`src/u8d_pkg.sv`:
```
// Shared types and constants for the UTF-8 stream decoder.
// Used by u8d_scan and utf8_stream_decoder; no dependencies.
package u8d_pkg;

    localparam int CP_W     = 21;
    localparam int USED_W   = 3;
    localparam int MAX_RES  = 4;
    localparam int HELD_N   = 3;
    localparam int GRP_DEPTH = 2;
    localparam int GRP_PTR_W = (GRP_DEPTH > 1) ? $clog2(GRP_DEPTH) : 1;
    localparam int GRP_CNT_W = $clog2(GRP_DEPTH + 1);

    localparam logic [7:0]       LEAD2_MIN  = 8'hC2;
    localparam logic [15:0]      MIN_CP3    = 16'h0800;
    localparam logic [15:0]      SURR_LO    = 16'hD800;
    localparam logic [15:0]      SURR_HI    = 16'hDFFF;
    localparam logic [CP_W-1:0]  MIN_CP4    = 21'h010000;
    localparam logic [CP_W-1:0]  MAX_CP     = 21'h10FFFF;

    localparam logic [USED_W-1:0] LEN_NONE = 3'd0;
    localparam logic [USED_W-1:0] LEN_1    = 3'd1;
    localparam logic [USED_W-1:0] LEN_2    = 3'd2;
    localparam logic [USED_W-1:0] LEN_3    = 3'd3;
    localparam logic [USED_W-1:0] LEN_4    = 3'd4;

    typedef struct packed {
        logic [CP_W-1:0]   cp;
        logic [USED_W-1:0] used;
        logic              err;
    } u8d_res_t;

    typedef struct packed {
        logic     hold;
        u8d_res_t res;
    } u8d_lead_t;

    typedef struct packed {
        u8d_res_t [MAX_RES-1:0] res;
        logic [2:0]             nres;
        logic [8*HELD_N-1:0]    held;
        logic [1:0]             held_cnt;
    } u8d_step_t;

    typedef struct packed {
        u8d_res_t [MAX_RES-1:0] res;
        logic [2:0]             nres;
        logic                   eot;
    } u8d_grp_t;

endpackage

```
`src/u8d_scan.sv`:
```
// One decode step: held bytes plus the new byte scanned into up to four results.
// Depends on u8d_pkg.
module u8d_scan (
    input  logic [23:0]          held,
    input  logic [1:0]           held_cnt,
    input  logic [7:0]           text_byte,
    input  logic                 eot,
    output u8d_pkg::u8d_step_t   step
);

    function automatic u8d_pkg::u8d_lead_t eval_lead(
        input logic [31:0] b,
        input logic [2:0]  avail,
        input logic        end_txt
    );
        logic [7:0]  lead;
        logic [2:0]  n;
        logic        c1, c2, c3, ok;
        logic [15:0] v3;
        logic [20:0] v4;
        u8d_pkg::u8d_lead_t r;
        lead = b[7:0];
        c1 = (b[15:14] == 2'b10);
        c2 = (b[23:22] == 2'b10);
        c3 = (b[31:30] == 2'b10);
        v3 = {lead[3:0], b[13:8], b[21:16]};
        v4 = {lead[2:0], b[13:8], b[21:16], b[29:24]};
        if (lead[7] == 1'b0) begin
            n = u8d_pkg::LEN_1;
        end else if (lead[7:5] == 3'b110) begin
            n = u8d_pkg::LEN_2;
        end else if (lead[7:4] == 4'b1110) begin
            n = u8d_pkg::LEN_3;
        end else if (lead[7:3] == 5'b11110) begin
            n = u8d_pkg::LEN_4;
        end else begin
            n = u8d_pkg::LEN_NONE;
        end
        r.hold     = 1'b0;
        r.res.cp   = '0;
        r.res.used = u8d_pkg::LEN_1;
        r.res.err  = 1'b1;
        ok         = 1'b0;
        case (n)
            u8d_pkg::LEN_2: ok = c1 && (lead >= u8d_pkg::LEAD2_MIN);
            u8d_pkg::LEN_3: ok = c1 && c2 && (v3 >= u8d_pkg::MIN_CP3)
                              && !((v3 >= u8d_pkg::SURR_LO) && (v3 <= u8d_pkg::SURR_HI));
            u8d_pkg::LEN_4: ok = c1 && c2 && c3 && (v4 >= u8d_pkg::MIN_CP4)
                              && (v4 <= u8d_pkg::MAX_CP);
            default:        ok = 1'b0;
        endcase
        if (n == u8d_pkg::LEN_1) begin
            r.res.cp  = 21'(lead);
            r.res.err = 1'b0;
        end else if (n == u8d_pkg::LEN_NONE) begin
            r.res.err = 1'b1;
        end else if (avail < n) begin
            r.hold = !end_txt;
        end else if (ok) begin
            r.res.used = n;
            r.res.err  = 1'b0;
            case (n)
                u8d_pkg::LEN_2: r.res.cp = 21'({lead[4:0], b[13:8]});
                u8d_pkg::LEN_3: r.res.cp = 21'(v3);
                default:        r.res.cp = v4;
            endcase
        end
        return r;
    endfunction

    logic [31:0]                          win;
    logic [2:0]                           cnt;
    u8d_pkg::u8d_lead_t [3:0]             lr;
    logic [31:0]                          rest;
    logic [2:0]                           pos;
    logic                                 stop;
    u8d_pkg::u8d_lead_t                   cur;

    assign cnt = {1'b0, held_cnt} + 3'd1;

    always_comb begin
        win = '0;
        for (int k = 0; k < u8d_pkg::HELD_N; k++) begin
            if (2'(k) < held_cnt) begin
                win[8*k +: 8] = held[8*k +: 8];
            end
        end
        win[{held_cnt, 3'b000} +: 8] = text_byte;
    end

    for (genvar p = 0; p < 4; p++) begin : g_pos
        assign lr[p] = eval_lead(32'(win >> (8*p)), cnt - 3'(p), eot);
    end

    always_comb begin
        pos       = 3'd0;
        stop      = 1'b0;
        cur       = '0;
        step.res  = '0;
        step.nres = 3'd0;
        for (int i = 0; i < u8d_pkg::MAX_RES; i++) begin
            if (!stop && (pos < cnt)) begin
                cur = lr[pos[1:0]];
                if (cur.hold) begin
                    stop = 1'b1;
                end else begin
                    step.res[i] = cur.res;
                    step.nres   = step.nres + 3'd1;
                    pos         = pos + cur.res.used;
                end
            end
        end
        rest          = win >> {pos, 3'b000};
        step.held     = rest[23:0];
        step.held_cnt = 2'(cnt - pos);
    end

endmodule

```
`src/utf8_stream_decoder.sv`:
```
// UTF-8 stream decoder top level: input register, decode step, result queue.
// Depends on u8d_pkg and u8d_scan.
//
//   channel | dir | tdata                                  | tuser                   | tlast
//   s_      | in  | [7:0] text_byte                        | -                       | end_of_text
//   m_      | out | [20:0] code_point, [23:21] bytes_used  | [0] is_error,[1] run_last | text_done
//
// One byte per cycle while s_tready is high; each byte is registered in the input register
// before it reaches the decode step. A byte yields 0..4 results, sent one per cycle while
// m_tready is high from a two-entry group queue; a byte with results waits while it is full.
// aresetn (sync, active low) empties the input register, the queue and the held bytes.
// A stalled m_ side fills the queue, then s_tready drops.
module utf8_stream_decoder (
    input  logic        aclk,
    input  logic        aresetn,
    input  logic        s_tvalid,
    output logic        s_tready,
    input  logic [7:0]  s_tdata,   // [7:0] text_byte
    input  logic        s_tlast,
    output logic        m_tvalid,
    input  logic        m_tready,
    output logic [23:0] m_tdata,   // [20:0] code_point, [23:21] bytes_used
    output logic [1:0]  m_tuser,   // [0] is_error, [1] run_last
    output logic        m_tlast
);

    logic                              in_valid_reg;
    logic [7:0]                        in_byte_reg;
    logic                              in_eot_reg;
    logic [23:0]                       held_reg;
    logic [1:0]                        held_cnt_reg;
    u8d_pkg::u8d_grp_t                 grp_reg [u8d_pkg::GRP_DEPTH];
    logic [u8d_pkg::GRP_PTR_W-1:0]     head_reg, tail_reg;
    logic [u8d_pkg::GRP_CNT_W-1:0]     grp_cnt_reg, grp_cnt_next;
    logic [1:0]                        idx_reg;

    u8d_pkg::u8d_step_t                step;
    u8d_pkg::u8d_grp_t                 cur_grp;
    u8d_pkg::u8d_res_t                 cur_res;
    logic                              adv, push, pop, s_acc, m_acc, run_last;

    u8d_scan u_scan (
        .held      (held_reg),
        .held_cnt  (held_cnt_reg),
        .text_byte (in_byte_reg),
        .eot       (in_eot_reg),
        .step      (step)
    );

    assign adv   = in_valid_reg
                   && ((grp_cnt_reg != u8d_pkg::GRP_CNT_W'(u8d_pkg::GRP_DEPTH))
                       || (step.nres == 3'd0));
    assign push  = adv && (step.nres != 3'd0);
    assign s_tready = !in_valid_reg || adv;
    assign s_acc = s_tvalid && s_tready;

    assign cur_grp  = grp_reg[head_reg];
    assign cur_res  = cur_grp.res[idx_reg];
    assign run_last = ({1'b0, idx_reg} == (cur_grp.nres - 3'd1));
    assign m_tvalid = (grp_cnt_reg != '0);
    assign m_tdata  = {cur_res.used, cur_res.cp};
    assign m_tuser  = {run_last, cur_res.err};
    assign m_tlast  = run_last && cur_grp.eot;
    assign m_acc    = m_tvalid && m_tready;
    assign pop      = m_acc && run_last;

    always_comb begin
        grp_cnt_next = grp_cnt_reg;
        if (push && !pop) begin
            grp_cnt_next = grp_cnt_reg + u8d_pkg::GRP_CNT_W'(1);
        end else if (pop && !push) begin
            grp_cnt_next = grp_cnt_reg - u8d_pkg::GRP_CNT_W'(1);
        end
    end

    always_ff @(posedge aclk) begin
        if (!aresetn) begin
            in_valid_reg <= 1'b0;
            held_cnt_reg <= 2'd0;
            head_reg     <= '0;
            tail_reg     <= '0;
            grp_cnt_reg  <= '0;
            idx_reg      <= 2'd0;
        end else begin
            if (s_acc) begin
                in_valid_reg <= 1'b1;
            end else if (adv) begin
                in_valid_reg <= 1'b0;
            end
            if (adv) begin
                held_cnt_reg <= step.held_cnt;
            end
            if (push) begin
                tail_reg <= (tail_reg == u8d_pkg::GRP_PTR_W'(u8d_pkg::GRP_DEPTH - 1))
                            ? '0 : tail_reg + u8d_pkg::GRP_PTR_W'(1);
            end
            if (pop) begin
                head_reg <= (head_reg == u8d_pkg::GRP_PTR_W'(u8d_pkg::GRP_DEPTH - 1))
                            ? '0 : head_reg + u8d_pkg::GRP_PTR_W'(1);
                idx_reg  <= 2'd0;
            end else if (m_acc) begin
                idx_reg  <= idx_reg + 2'd1;
            end
            grp_cnt_reg <= grp_cnt_next;
        end
    end

    always_ff @(posedge aclk) begin
        if (s_acc) begin
            in_byte_reg <= s_tdata;
            in_eot_reg  <= s_tlast;
        end
        if (adv) begin
            held_reg <= step.held;
        end
        if (push) begin
            grp_reg[tail_reg].res  <= step.res;
            grp_reg[tail_reg].nres <= step.nres;
            grp_reg[tail_reg].eot  <= in_eot_reg;
        end
    end

    a_cnt_bound: assert property (@(posedge aclk) disable iff (!aresetn)
        grp_cnt_reg <= u8d_pkg::GRP_CNT_W'(u8d_pkg::GRP_DEPTH))
        else $error("group queue count out of range");

    a_eot_results: assert property (@(posedge aclk) disable iff (!aresetn)
        (adv && in_eot_reg) |-> (step.nres != 3'd0))
        else $error("end of text gave no result");

    a_eot_flush: assert property (@(posedge aclk) disable iff (!aresetn)
        (adv && in_eot_reg) |=> (held_cnt_reg == 2'd0))
        else $error("bytes held after end of text");

    a_grp_nonempty: assert property (@(posedge aclk) disable iff (!aresetn)
        m_tvalid |-> ((cur_grp.nres != 3'd0) && ({1'b0, idx_reg} < cur_grp.nres)))
        else $error("result index outside its group");

    a_hold_only_partial: assert property (@(posedge aclk) disable iff (!aresetn)
        (adv && (step.nres == 3'd0)) |=> (held_cnt_reg != 2'd0))
        else $error("byte consumed without result or held bytes");

endmodule
```
`config.mk`:
```
export PLATFORM = sky130hd
export DESIGN_NAME = utf8_stream_decoder
export DESIGN_NICKNAME = d
export VERILOG_FILES = /design/src/u8d_pkg.sv /design/src/u8d_scan.sv /design/src/utf8_stream_decoder.sv
export SDC_FILE = /design/constraint.sdc
export NUM_CORES = 1
export LEC_CHECK = 0
export ABC_AREA = 1
export BUFFER_PORTS_ARGS = -buffer_cell sky130_fd_sc_hd__buf_2
export CAP_MARGIN = 20
export CORE_MARGIN = 8
export CORE_UTILIZATION = 57
export CTS_BUF_LIST = sky130_fd_sc_hd__clkbuf_16
export DETAILED_ROUTE_END_ITERATION = 16
export GPL_TIMING_DRIVEN = 1
export PLACE_DENSITY = 0.77
export SYNTH_ARGS = -nofsm -noshare
export SYNTH_HDL_FRONTEND = slang
export SYNTH_SLANG_ARGS = --single-unit
```
`constraint.sdc`:
```
create_clock -name aclk -period 12.6 [get_ports aclk]
set_input_delay 2.52 -clock aclk [delete_from_list [all_inputs] [get_ports aclk]]
set_output_delay 2.52 -clock aclk [all_outputs]
set_load 0.02 [all_outputs]
```
==> results of run 1 <==
-- per-stage QoR --
step / hold WS [ns] / instances
after CTS: 0.4998 / 2001
after detailed placement: 0.4903 / 1956
after floorplan: 0.4639 / 1637
final: 0.4989 / 2001
after global routing: 0.5163 / 2001
after global placement: 0.4802 / 1956
-- kinds of logic after synthesis --
logic type	Yosys count
compound gates	443
xor+xnor	12
fa+ha+maj	32
buf+inv	232
flops	251
mux	3
simple gates	664
-- synthesized netlist by cell type (5+ instances only) --
library cell  count  area share, %
o21ai_1          17           0.59
o21ai_0         201            7.0
nor2_1          299            7.8
xor2_1            7           0.43
buf_1             9           0.23
nor4_1            6           0.26
a221oi_1          6           0.36
o22ai_1          39            1.7
nor2_2            6           0.26
nand3_1          54            1.9
buf_4             6           0.31
nand2_1         228            5.9
o221ai_1         11           0.67
nand3_2           8           0.56
a31oi_1          34            1.5
o211ai_1         19           0.99
edfxtp_1        241             50
a21oi_1          57            2.0
a311oi_1          8           0.49
inv_2            13           0.34
nand2_2          14           0.61
a2111oi_0         5           0.30
clkbuf_1         67            1.7
nor3_1           20           0.69
inv_1           125            3.3
a211oi_1         22            1.1
ha_1             29            2.5
clkinv_1          5           0.13
o21a_1            9           0.47
nand4_1          12           0.52
dfxtp_1          10            1.4
-- critical path: cells and delay by family (launching register included) --
family | cells | cell delay [ns]
and+or+nand+nor | 19 | 3.14
AOI/OAI and AO/OA | 8 | 1.82
buffers and inverters | 8 | 1.05
adders and majority gates | 6 | 1.95
xor gates and xnor gates | 1 | 0.30
DFF | 1 | 0.46
-- cell type report --
cell class                 count  area (um2)
inverter                     145       553.0
fill                        2099        9254
clock inverter                20       143.9
tap                          330       412.9
sequential                   251        7447
timing repair buffer          76       505.5
multi-input combinational   1154        6095
clock buffer                  25       625.6
-- layer usage --
layer / vias to the layer above / GRT usage, % / wire, um
li1: 5806 / - / -
met1: 5996 / 39.05 / 18830
met2: 640 / 43.64 / 19690
met3: 95 / 4.403 / 3928
met4: 0 / 8.230 / 1304
met5: - / 0 / 0
-- worst paths after layout --
path	startpoint	endpoint	cells after the start	slack, ns
worst max-delay path	held_cnt_reg[0]	s_tready	42	0.77
worst min-delay path	head_reg	head_reg	2	0.50
worst max register to register	held_cnt_reg[0]	grp_reg[1][38]	43	2.37
worst min register to register	head_reg	head_reg	2	0.50
-- layout by cell type, fill, tap and decap left out, types with 7 or more instances in the layout --
master / synthesis / layout
nor3_1: 20 / 20
clkbuf_16: 0 / 25
nand2_2: 14 / 15
nor2_1: 299 / 297
inv_1: 125 / 126
inv_2: 13 / 14
nand3_2: 8 / 8
ha_1: 29 / 29
o211ai_1: 19 / 19
o221ai_1: 11 / 11
o22ai_1: 39 / 39
o21ai_0: 201 / 201
buf_2: 3 / 41
edfxtp_1: 241 / 241
a21oi_1: 57 / 57
buf_4: 6 / 32
xor2_1: 7 / 7
nand4_1: 12 / 12
o21ai_1: 17 / 17
o21a_1: 9 / 9
nand2_1: 228 / 226
a311oi_1: 8 / 8
a31oi_1: 34 / 34
a211oi_1: 22 / 22
clkinv_1: 5 / 10
nand3_1: 54 / 54
==> out/qor.yml, run 1 <==
layout:
  finalNetCount: 1698
  post_route_cells_drive_above_1_share_pct: 11.13
  largest_register_ffs: 208
  utilization_pct: 63.04
  areaGrowthSynthToFinish_pct: 9.449
  antenna_cells: 0
  fin_area_mm2: 0.01578
timing:
  rsz0062_at_grt: "false"
  min_period_ns: 11.83
  slew_headroom_pct: 28.58
  fin_setup_tns_ns: 0
  fin_crit_sh_pct: 93.88
  fmax_ghz: 0.08453
  layout_setup_ws_ns: 0.7706
  finalHoldViolCount: 0
  fin_skew_ns: 0.01723
  finalMaxSlewViolations: 0
  setup_viol: 0
  tightest_slew_ns: 1.064
synthesis:
  ys_async_sr_fraction_pct: 0
  synthSimpleGateAreaFrac_pct: 19.81
  yosysUniqueCellTypes: 57
  synth-xor-area-share_pct: 0.9111
  muxShareOfSynthArea_pct: 0.2169
  synthAdderAreaFrac_pct: 2.933
  synth_top_family_by_area: "simple AND/OR/NAND/NOR gates"
  syn_inst: 1637
  synth-main-ff-cell: "edfxtp_1"
  synth_enable_flop_cells: 241
  synth_seq_cells: 251
  yosys_warnings: 0
  syn-mean-instance-area_um2: 8.809
  syn_nets: 1682
  netlist_area_mm2: 0.01442
  synth_compound_area_share_pct: 18.20
  synth_seq_area_share_pct: 51.57
floorplan:
  die-height_um: 175.1
  io_pins: 42
  die_w_um: 175.1
  rows: 58
  fp.coreArea_mm2: 0.02504
  die-area_mm2: 0.03064
  start_util_pct: 57.60
clocking:
  cts_tree: "yes"
  cts_made_buffers: 25
  clk_latency_ns: 0.55
  path_clk_slew_ns: 0.06
  cts_setup_buffers: 0
  cts_sinks: 251
  htreeDepth: 1
  root_buffer: "clkbuf_16"
  clockBufferDepth: 3
  cts.repair.resized: 0
  holdBufCountCts: 0
detailed_routing:
  firstDrtPassIters: 6
  vias: 12537
  drt-vias-per-instance: 6.265
  drtAntennaViolNets: 0
  avgRoutedWirePerCell_um: 21.87
  drcViolationCount: 0
  finalWirelength_um: 43760
  drt_iter0_drc: 1532
grt:
  grt_usage_pct: 27.73
  grt_pass1_vias: 11534
  grt_overflow: 0
  antenna_found_initial: 0
  grt_pass1_wl_um: 66900
  grt_start_max_net_pins: 97
critical_path:
  slowest_delay_ns: 0.51
  endpoint_kind: "primary output"
  crit_slowest_cell: "ha_1"
  critPathMaxFanout: 14
  worst-setup-path-type: "flop to primary output"
  setup.worst_path.start_class: "flop"
  worstPathRequired_ns: 10.08
  cp_data_arrival_time_ns: 9.31
placed_design:
  dpl_worst_slack_ns: 0.7709
  portBuffers: 41
  detailed_place_hpwl_um: 30750
  gp_congestion: 1.017
  placed_area_mm2: 0.01499
hold_path:
  hold_class: "flop to flop"
outcome:
  outcome: "finished clean"
flow_run:
  max-cap-violations: 0
Power of run 1 is left out: the tool's default activity adds up to more than one toggle a clock period on the data nets, which glitch-free logic cannot reach.
==> inputs of run 2 (changes only) <==
--- a/config.mk
+++ b/config.mk
@@ -8,12 +8,14 @@
 export ABC_AREA = 1
 export BUFFER_PORTS_ARGS = -buffer_cell sky130_fd_sc_hd__buf_2
 export CAP_MARGIN = 20
+export CELL_PAD_IN_SITES_DETAIL_PLACEMENT = 1
+export CELL_PAD_IN_SITES_GLOBAL_PLACEMENT = 1
 export CORE_MARGIN = 8
-export CORE_UTILIZATION = 57
+export CORE_UTILIZATION = 49
 export CTS_BUF_LIST = sky130_fd_sc_hd__clkbuf_16
 export DETAILED_ROUTE_END_ITERATION = 16
 export GPL_TIMING_DRIVEN = 1
-export PLACE_DENSITY = 0.77
+export PLACE_DENSITY_LB_ADDON = 0.1
 export SYNTH_ARGS = -nofsm -noshare
 export SYNTH_HDL_FRONTEND = slang
 export SYNTH_SLANG_ARGS = --single-unit
==> constraint.sdc (replaced) <==
create_clock -name aclk -period 10.9 [get_ports aclk]
set_input_delay 2.18 -clock aclk [delete_from_list [all_inputs] [get_ports aclk]]
set_output_delay 2.18 -clock aclk [all_outputs]
set_load 0.02 [all_outputs]
==> run 2 against run 1 <==
Compared with the run above:
- critical path depth rose by 4
- first-iteration DRC count decreased by 32%
- utilization fell by 7.7 points
- setup slack worse by 0.19 ns
- sequential share of layout area shrank 1.3 points
- wire length rose by 15%
- global-route usage hardly changed
- clock skew shrank 0.0024 ns
- via count increased by 2.0%
- cell count increased by 4.7%
- critical endpoint unchanged
==> out/qor.yml, run 2 (synthesis results as in run 1) <==
outcome:
  outcome: "finished clean"
layout:
  finalNetCount: 1730  # +1.9%
  areaGrowthSynthToFinish_pct: 12.60
  stdcell_count: 2095  # +4.7%
  fill_cells: 3442  # +64%
  antenna_cells: 0  # unchanged
  final_common_cell: "nor2_1"
  final_cell_mix: "nor2_1 (291), edfxtp_1 (241), nand2_1 (223), o21ai_0 (200), inv_1 (131)"
  largest_register_ffs: 208  # unchanged
  post_route_cells_drive_above_1_share_pct: 13.72  # +2.6 points
clocking:
  htreeDepth: 1  # unchanged
  clk_latency_ns: 0.55  # about the same
  cts_tree: "yes"
  cts_made_buffers: 26  # +4.0%
  cts_sinks: 251  # unchanged
  clockBufferDepth: 3  # unchanged
  root_buffer: "clkbuf_16"
  path_clk_slew_ns: 0.06  # about the same
critical_path:
  setup.worst_path.start_class: "flop"
  reg2regPathDepth: 51  # +19%
  crit_slowest_cell: "fa_1"
  slowest_delay_ns: 0.43  # -0.08 ns
  cp_data_arrival_time_ns: 8.14  # -1.17 ns
  worst-setup-path-type: "flop to primary output"
  endpoint_kind: "primary output"
  crit_top_cell: "nand2_1"
  worstPathRequired_ns: 8.72  # -1.36 ns
  critPathMaxFanout: 10  # -4
detailed_routing:
  drtAntennaViolNets: 0  # unchanged
  drcViolationCount: 0  # unchanged
  finalWirelength_um: 50170  # +15%
  vias: 12792  # +2.0%
  drt-vias-per-instance: 6.106  # -2.5%
  firstDrtPassIters: 5  # -1
  drt_iter0_drc: 1040  # -32%
  avgRoutedWirePerCell_um: 23.95  # +9.5%
placed_design:
  detailed_place_hpwl_um: 35530  # +16%
  gp_congestion: 1.023  # +0.54%
  dp.cells: 2031  # +3.8%
  portBuffers: 41  # unchanged
timing:
  finalHoldViolCount: 0  # unchanged
  rsz0062_at_grt: "false"
  fmax_ghz: 0.09690
  finalMaxSlewViolations: 0  # unchanged
  tightest_slew_ns: 1.119  # +0.05477 ns
  whs_ns: 0.5052  # +0.006351 ns
  fin_crit_sh_pct: 94.68
  min_period_ns: 10.32
  fin_skew_ns: 0.01481  # -0.002422 ns
  slew_headroom_pct: 25.41  # -3.2 points
  setup_viol: 0  # unchanged
grt:
  grt_pass1_wl_um: 77000  # +15%
  grt_overflow: 0  # unchanged
  grt_start_max_net_pins: 89  # -8.2%
  grt_usage_pct: 27.69  # -0.044 points
  grt_pass1_vias: 12975  # +12%
  antenna_found_initial: 1  # +1
floorplan:
  rows: 63  # +8.6%
  fp.coreArea_mm2: 0.02932  # +17%
  die-area_mm2: 0.03518  # +15%
  die_w_um: 187.6  # +7.1%
  die-height_um: 187.6  # +7.1%
  io_pins: 42  # unchanged
  start_util_pct: 49.18  # -8.4 points
hold_path:
  hold_depth: 2  # unchanged
  hold_class: "flop to flop"
flow_run:
  max-cap-violations: 0  # unchanged
## run 2: final cells by class
cell class | instances | area, um2 | area share, %
clock buffer | 26 | 650.6 | 4.007
clock inverter | 22 | 162.7 | 1.002
inverter | 145 | 563.0 | 3.468
multi-input combinational | 1155 | 6205 | 38.21
sequential | 251 | 7446 | 45.86
tap | 390 | 488.0 | 3.005
timing repair buffer | 106 | 721.9 | 4.446
## run 2: timing repair
action | CTS | global route
gates resized for setup | 5 | 32
endpoints found under the setup margin | 1 | 1
hold buffers | 0 | 0
gates cloned | 0 | 1
pin swaps | 0 | 8
buffers inserted | 0 | 15
## run 2: path summary, 6_finish.rpt
| path | from | endpoint | slack [ns] |
|---|---|---|---|
| worst min register to register | grp_cnt_reg[1] | grp_cnt_reg[1] | 0.51 |
| worst max register to register | held_cnt_reg[0] | held_reg[12] | 1.74 |
| worst max-delay path | held_cnt_reg[0] | s_tready | 0.58 |
| worst min-delay path | grp_cnt_reg[1] | grp_cnt_reg[1] | 0.51 |
## run 2: worst max-delay path, delay by kind of cell (launching register included)
family,cells,cell delay (ns)
compound gates,11,1.74
flops,1,0.33
simple gates,16,1.85
xor+xnor,1,0.12
fa+ha+maj,6,1.84
buf+inv,12,1.71
## run 2: per-stage QoR
step	util (%)	area, um2	TNS, ns	setup slack [ns]
2_1_floorplan	-	14430	-15.98	-0.08632
3_3_place_gp	51.73	15170	0	0.6059
3_5_place_dp	51.73	15170	0	0.3948
4_1_cts	54.57	16000	0	0.05771
5_1_grt	55.37	16240	0	0.01289
6_report	55.37	16240	0	0.5801
## run 2: metal layers
layer,track usage [%],vias up,routed length [um]
li1,-,5866,-
met1,38.49,6375,22370
met2,44.51,438,23050
met3,3.548,111,2914
met4,8.939,2,1824
met5,0,-,13
Power of run 2 is left out for the same reason.
==> inputs of run 3 (changes only) <==
--- a/config.mk
+++ b/config.mk
@@ -14,8 +14,10 @@
 export CORE_UTILIZATION = 49
 export CTS_BUF_LIST = sky130_fd_sc_hd__clkbuf_16
 export DETAILED_ROUTE_END_ITERATION = 16
+export GPL_ROUTABILITY_DRIVEN = 0
 export GPL_TIMING_DRIVEN = 1
 export PLACE_DENSITY_LB_ADDON = 0.1
 export SYNTH_ARGS = -nofsm -noshare
 export SYNTH_HDL_FRONTEND = slang
+export SYNTH_HIERARCHICAL = 1
 export SYNTH_SLANG_ARGS = --single-unit
==> run 3 against run 2 <==
Compared with the run above:
- synthesized area increased by 2.3%
- sequential cell count stayed put
- fmax down 1.7%
- die area is 2.1% higher
- cell count is 1.5% higher
- worst hold slack gained 0.053 ns
- highest routed layer is now met4
- wire length increased by 5.7%
- register-to-register slack lost 0.63 ns
- count of clock-buffer cells in the layout grew 1
- synthesized cell count rose by 3.3%
==> out/qor.yml, run 3 <==
outcome:
  outcome: "finished clean"
hold_path:
  hold_depth: 2  # unchanged
  hold_start: "in_valid_reg"
  hold_path_end: "in_valid_reg"
  hold_class: "flop to flop"
critical_path:
  reg2reg_to: "grp_reg[0][20]"
  regToRegStartpoint: "held_cnt_reg[0]"
  worstPathRequired_ns: 8.72  # about the same
  slowest_delay_ns: 0.46  # +0.03 ns
  crit_start: "held_cnt_reg[0]"
  r2r_slack_ns: 1.11  # -0.63 ns
  reg2regPathDepth: 47  # -7.8%
  worst-setup-path-type: "flop to primary output"
  crit_top_cell: "nand2_1"
  critPathMaxFanout: 15  # +5
  setup.worst_path.start_class: "flop"
  cp_data_arrival_time_ns: 8.32  # +0.18 ns
  endpoint_kind: "primary output"
  crit_slowest_cell: "fa_1"
flow_run:
  max-cap-violations: 0  # unchanged
floorplan:
  rows: 63  # unchanged
  die-height_um: 189.5  # +1.1%
  die-area_mm2: 0.03593  # +2.1%
  fp.coreArea_mm2: 0.02964  # +1.1%
  io_pins: 42  # unchanged
  start_util_pct: 49.79  # +0.61 points
  die_w_um: 189.5  # +1.1%
layout:
  final_cell_mix: "nand2_1 (361), edfxtp_1 (241), nor2_1 (220), inv_1 (108), o21ai_0 (107)"
  stdcell_count: 2127  # +1.5%
  fin_area_mm2: 0.01637  # +0.83%
  areaGrowthSynthToFinish_pct: 10.95
  final_common_cell: "nand2_1"
  largest_register_ffs: 208  # unchanged
  antenna_cells: 0  # unchanged
  finalNetCount: 1762  # +1.8%
  utilization_pct: 55.24  # -0.13 points
  post_route_cells_drive_above_1_share_pct: 13.47  # -0.25 points
grt:
  use_met1_pct: 38.14  # -0.35 points
  grt_pass1_vias: 13218  # +1.9%
  met3_usage_pct: 4.431  # +0.88 points
  grt_pass1_wl_um: 80080  # +4.0%
  met2_usage_pct: 46.84  # +2.3 points
  grt_overflow: 0  # unchanged
  grt_start_max_net_pins: 91  # +2.2%
  grt_usage_pct: 28.61  # +0.92 points
  busiest_layer: "met2"
  antenna_found_initial: 1  # unchanged
detailed_routing:
  drtAntennaViolNets: 0  # unchanged
  finalWirelength_um: 53020  # +5.7%
  vias: 13361  # +4.4%
  drt-vias-per-instance: 6.282  # +2.9%
  drt_iter0_drc: 1320  # +27%
  avgRoutedWirePerCell_um: 24.93  # +4.1%
  drcViolationCount: 0  # unchanged
  firstDrtPassIters: 6  # +1
clocking:
  clk_latency_ns: 0.54  # about the same
  clockBufferDepth: 3  # unchanged
  root_buffer: "clkbuf_16"
  cts_tree: "yes"
  path_clk_slew_ns: 0.06  # about the same
  cts_made_buffers: 27  # +3.8%
  holdBufCountCts: 0  # unchanged
  cts_sinks: 251  # unchanged
  htreeDepth: 1  # unchanged
synthesis:
  synthAdderAreaFrac_pct: 2.781  # -0.15 points
  muxShareOfSynthArea_pct: 0.4155  # +0.20 points
  synth.top_cell.area_share_pct: 49.04  # -1.1 points
  yosys-top-cells-count: "nand2_1 (362), edfxtp_1 (241), nor2_1 (222), o21ai_0 (108), inv_1 (106)"
  synthSimpleGateAreaFrac_pct: 22.40  # +2.6 points
  netlist_area_mm2: 0.01476  # +2.3%
  synth-xor-area-share_pct: 0.7122  # -0.20 points
  synth_compound_area_share_pct: 16.93  # -1.3 points
  synth_top_family_by_area: "simple AND/OR/NAND/NOR gates"
  syn_inst: 1691  # +3.3%
  synth_enable_flop_cells: 241  # unchanged
  synth_seq_cells: 251  # unchanged
  ys_top_cells_by_area: "edfxtp_1 (49%), nand2_1 (9.2%), nor2_1 (5.6%), o21ai_0 (3.7%), o22ai_1 (3.6%)"
  synth_most_common_cell: "nand2_1"
  yosysTopAreaCell: "edfxtp_1"
  syn-mean-instance-area_um2: 8.727  # -0.93%
  syn_nets: 1735  # +3.2%
  synth-main-ff-cell: "edfxtp_1"
  yosys_warnings: 6  # +6
  synth_seq_area_share_pct: 50.40  # -1.2 points
  yosysUniqueCellTypes: 58  # +1.8%
  ys_async_sr_fraction_pct: 0  # unchanged
timing:
  fmax_ghz: 0.09524  # -1.7%
  finalMaxSlewViolations: 0  # unchanged
  fin_skew_ns: 0.01791  # +0.003104 ns
  tightest_slew_ns: 1.040  # -0.07897 ns
  setup_viol: 0  # unchanged
  min_period_ns: 10.50  # +0.1800 ns
  finalHoldViolCount: 0  # unchanged
  slew_headroom_pct: 29.94  # +4.5 points
  layout_setup_ws_ns: 0.4001  # -0.1800 ns
  fin_crit_sh_pct: 96.33  # +1.7 points
placed_design:
  portBuffers: 41  # unchanged
  dp.cells: 2068  # +1.8%
  dpl_worst_slack_ns: 0.2310  # -0.1637 ns
  placed_area_mm2: 0.01535  # +1.2%
  detailed_place_hpwl_um: 36710  # +3.3%
run 3: cell count changes after synthesis, moves of 14 or more:
cell      delta
inv_1       -19
o21ai_0     -93
nor2_1      -77
buf_2       +22
o21ai_1     +50
nand2_1    +134
a31oi_1     -24
o22ai_1     +45
clkbuf_1    -14
run 3: final cells by class:
| class | count | area (um2) |
|---|---|---|
| inverter | 133 | 509.2 |
| fill | 3474 | 13270 |
| tap | 390 | 488.0 |
| multi-input combinational | 1215 | 6486 |
| timing repair buffer | 90 | 618.1 |
| clock buffer | 27 | 675.6 |
| clock inverter | 21 | 152.6 |
| sequential | 251 | 7442 |
run 3: worst max-delay path, delay by kind of cell, from the launching register on:
kind                     cells  cell delay (ns)
XOR/XNOR                     3             0.61
buffers and inverters        8             1.21
AND/OR/NAND/NOR             18             2.53
AO/OA/AOI/OAI                7             1.08
flip-flops                   1             0.34
adder cells (fa/ha/maj)      7             2.02
run 3: worst max-delay path by stage:
stage / to / slack [ns] / depth (start not counted)
final: s_tready / 0.40 / 43
after global routing: s_tready / -0.09 / 41
after CTS: s_tready / 0.04 / 45
after detailed placement: s_tready / 0.23 / 46
after global placement: s_tready / 0.68 / 45
after floorplan: grp_reg[0][0] / 0.55 / 54
run 3: timing repair:
action / in CTS / in global routing
gates resized for setup: 6 / 20
pin swaps: 0 / 4
setup buffers: 0 / 9
cloned: 0 / 1
endpoints found under the setup margin: 1 / 18
run 3: logic make-up (layout without fill, tap and decap cells):
logic type                 count (synthesis)  after routing
adders and majority gates                 31             31
xor gates and xnor gates                  12             12
buffers and inverters                    226            271
muxes                                      6              6
AOI/OAI and AO/OA                        413            413
DFF                                      251            251
and+or+nand+nor                          752            753
run 3: stage by stage:
step                      hold slack (ns)  setup TNS [ns]
after floorplan                    0.4846               0
after global routing               0.5786        -0.09119
final                              0.5580               0
after global placement             0.5061               0
after detailed placement           0.5442               0
after CTS                          0.5526               0
run 3: per-layer routing:
| layer | vias up | wire length (um) |
|---|---|---|
| li1 | 5994 | - |
| met1 | 6598 | 21880 |
| met2 | 617 | 24650 |
| met3 | 152 | 4312 |
| met4 | 0 | 2175 |
| met5 | - | 0 |
Power of run 3 is left out for the same reason.
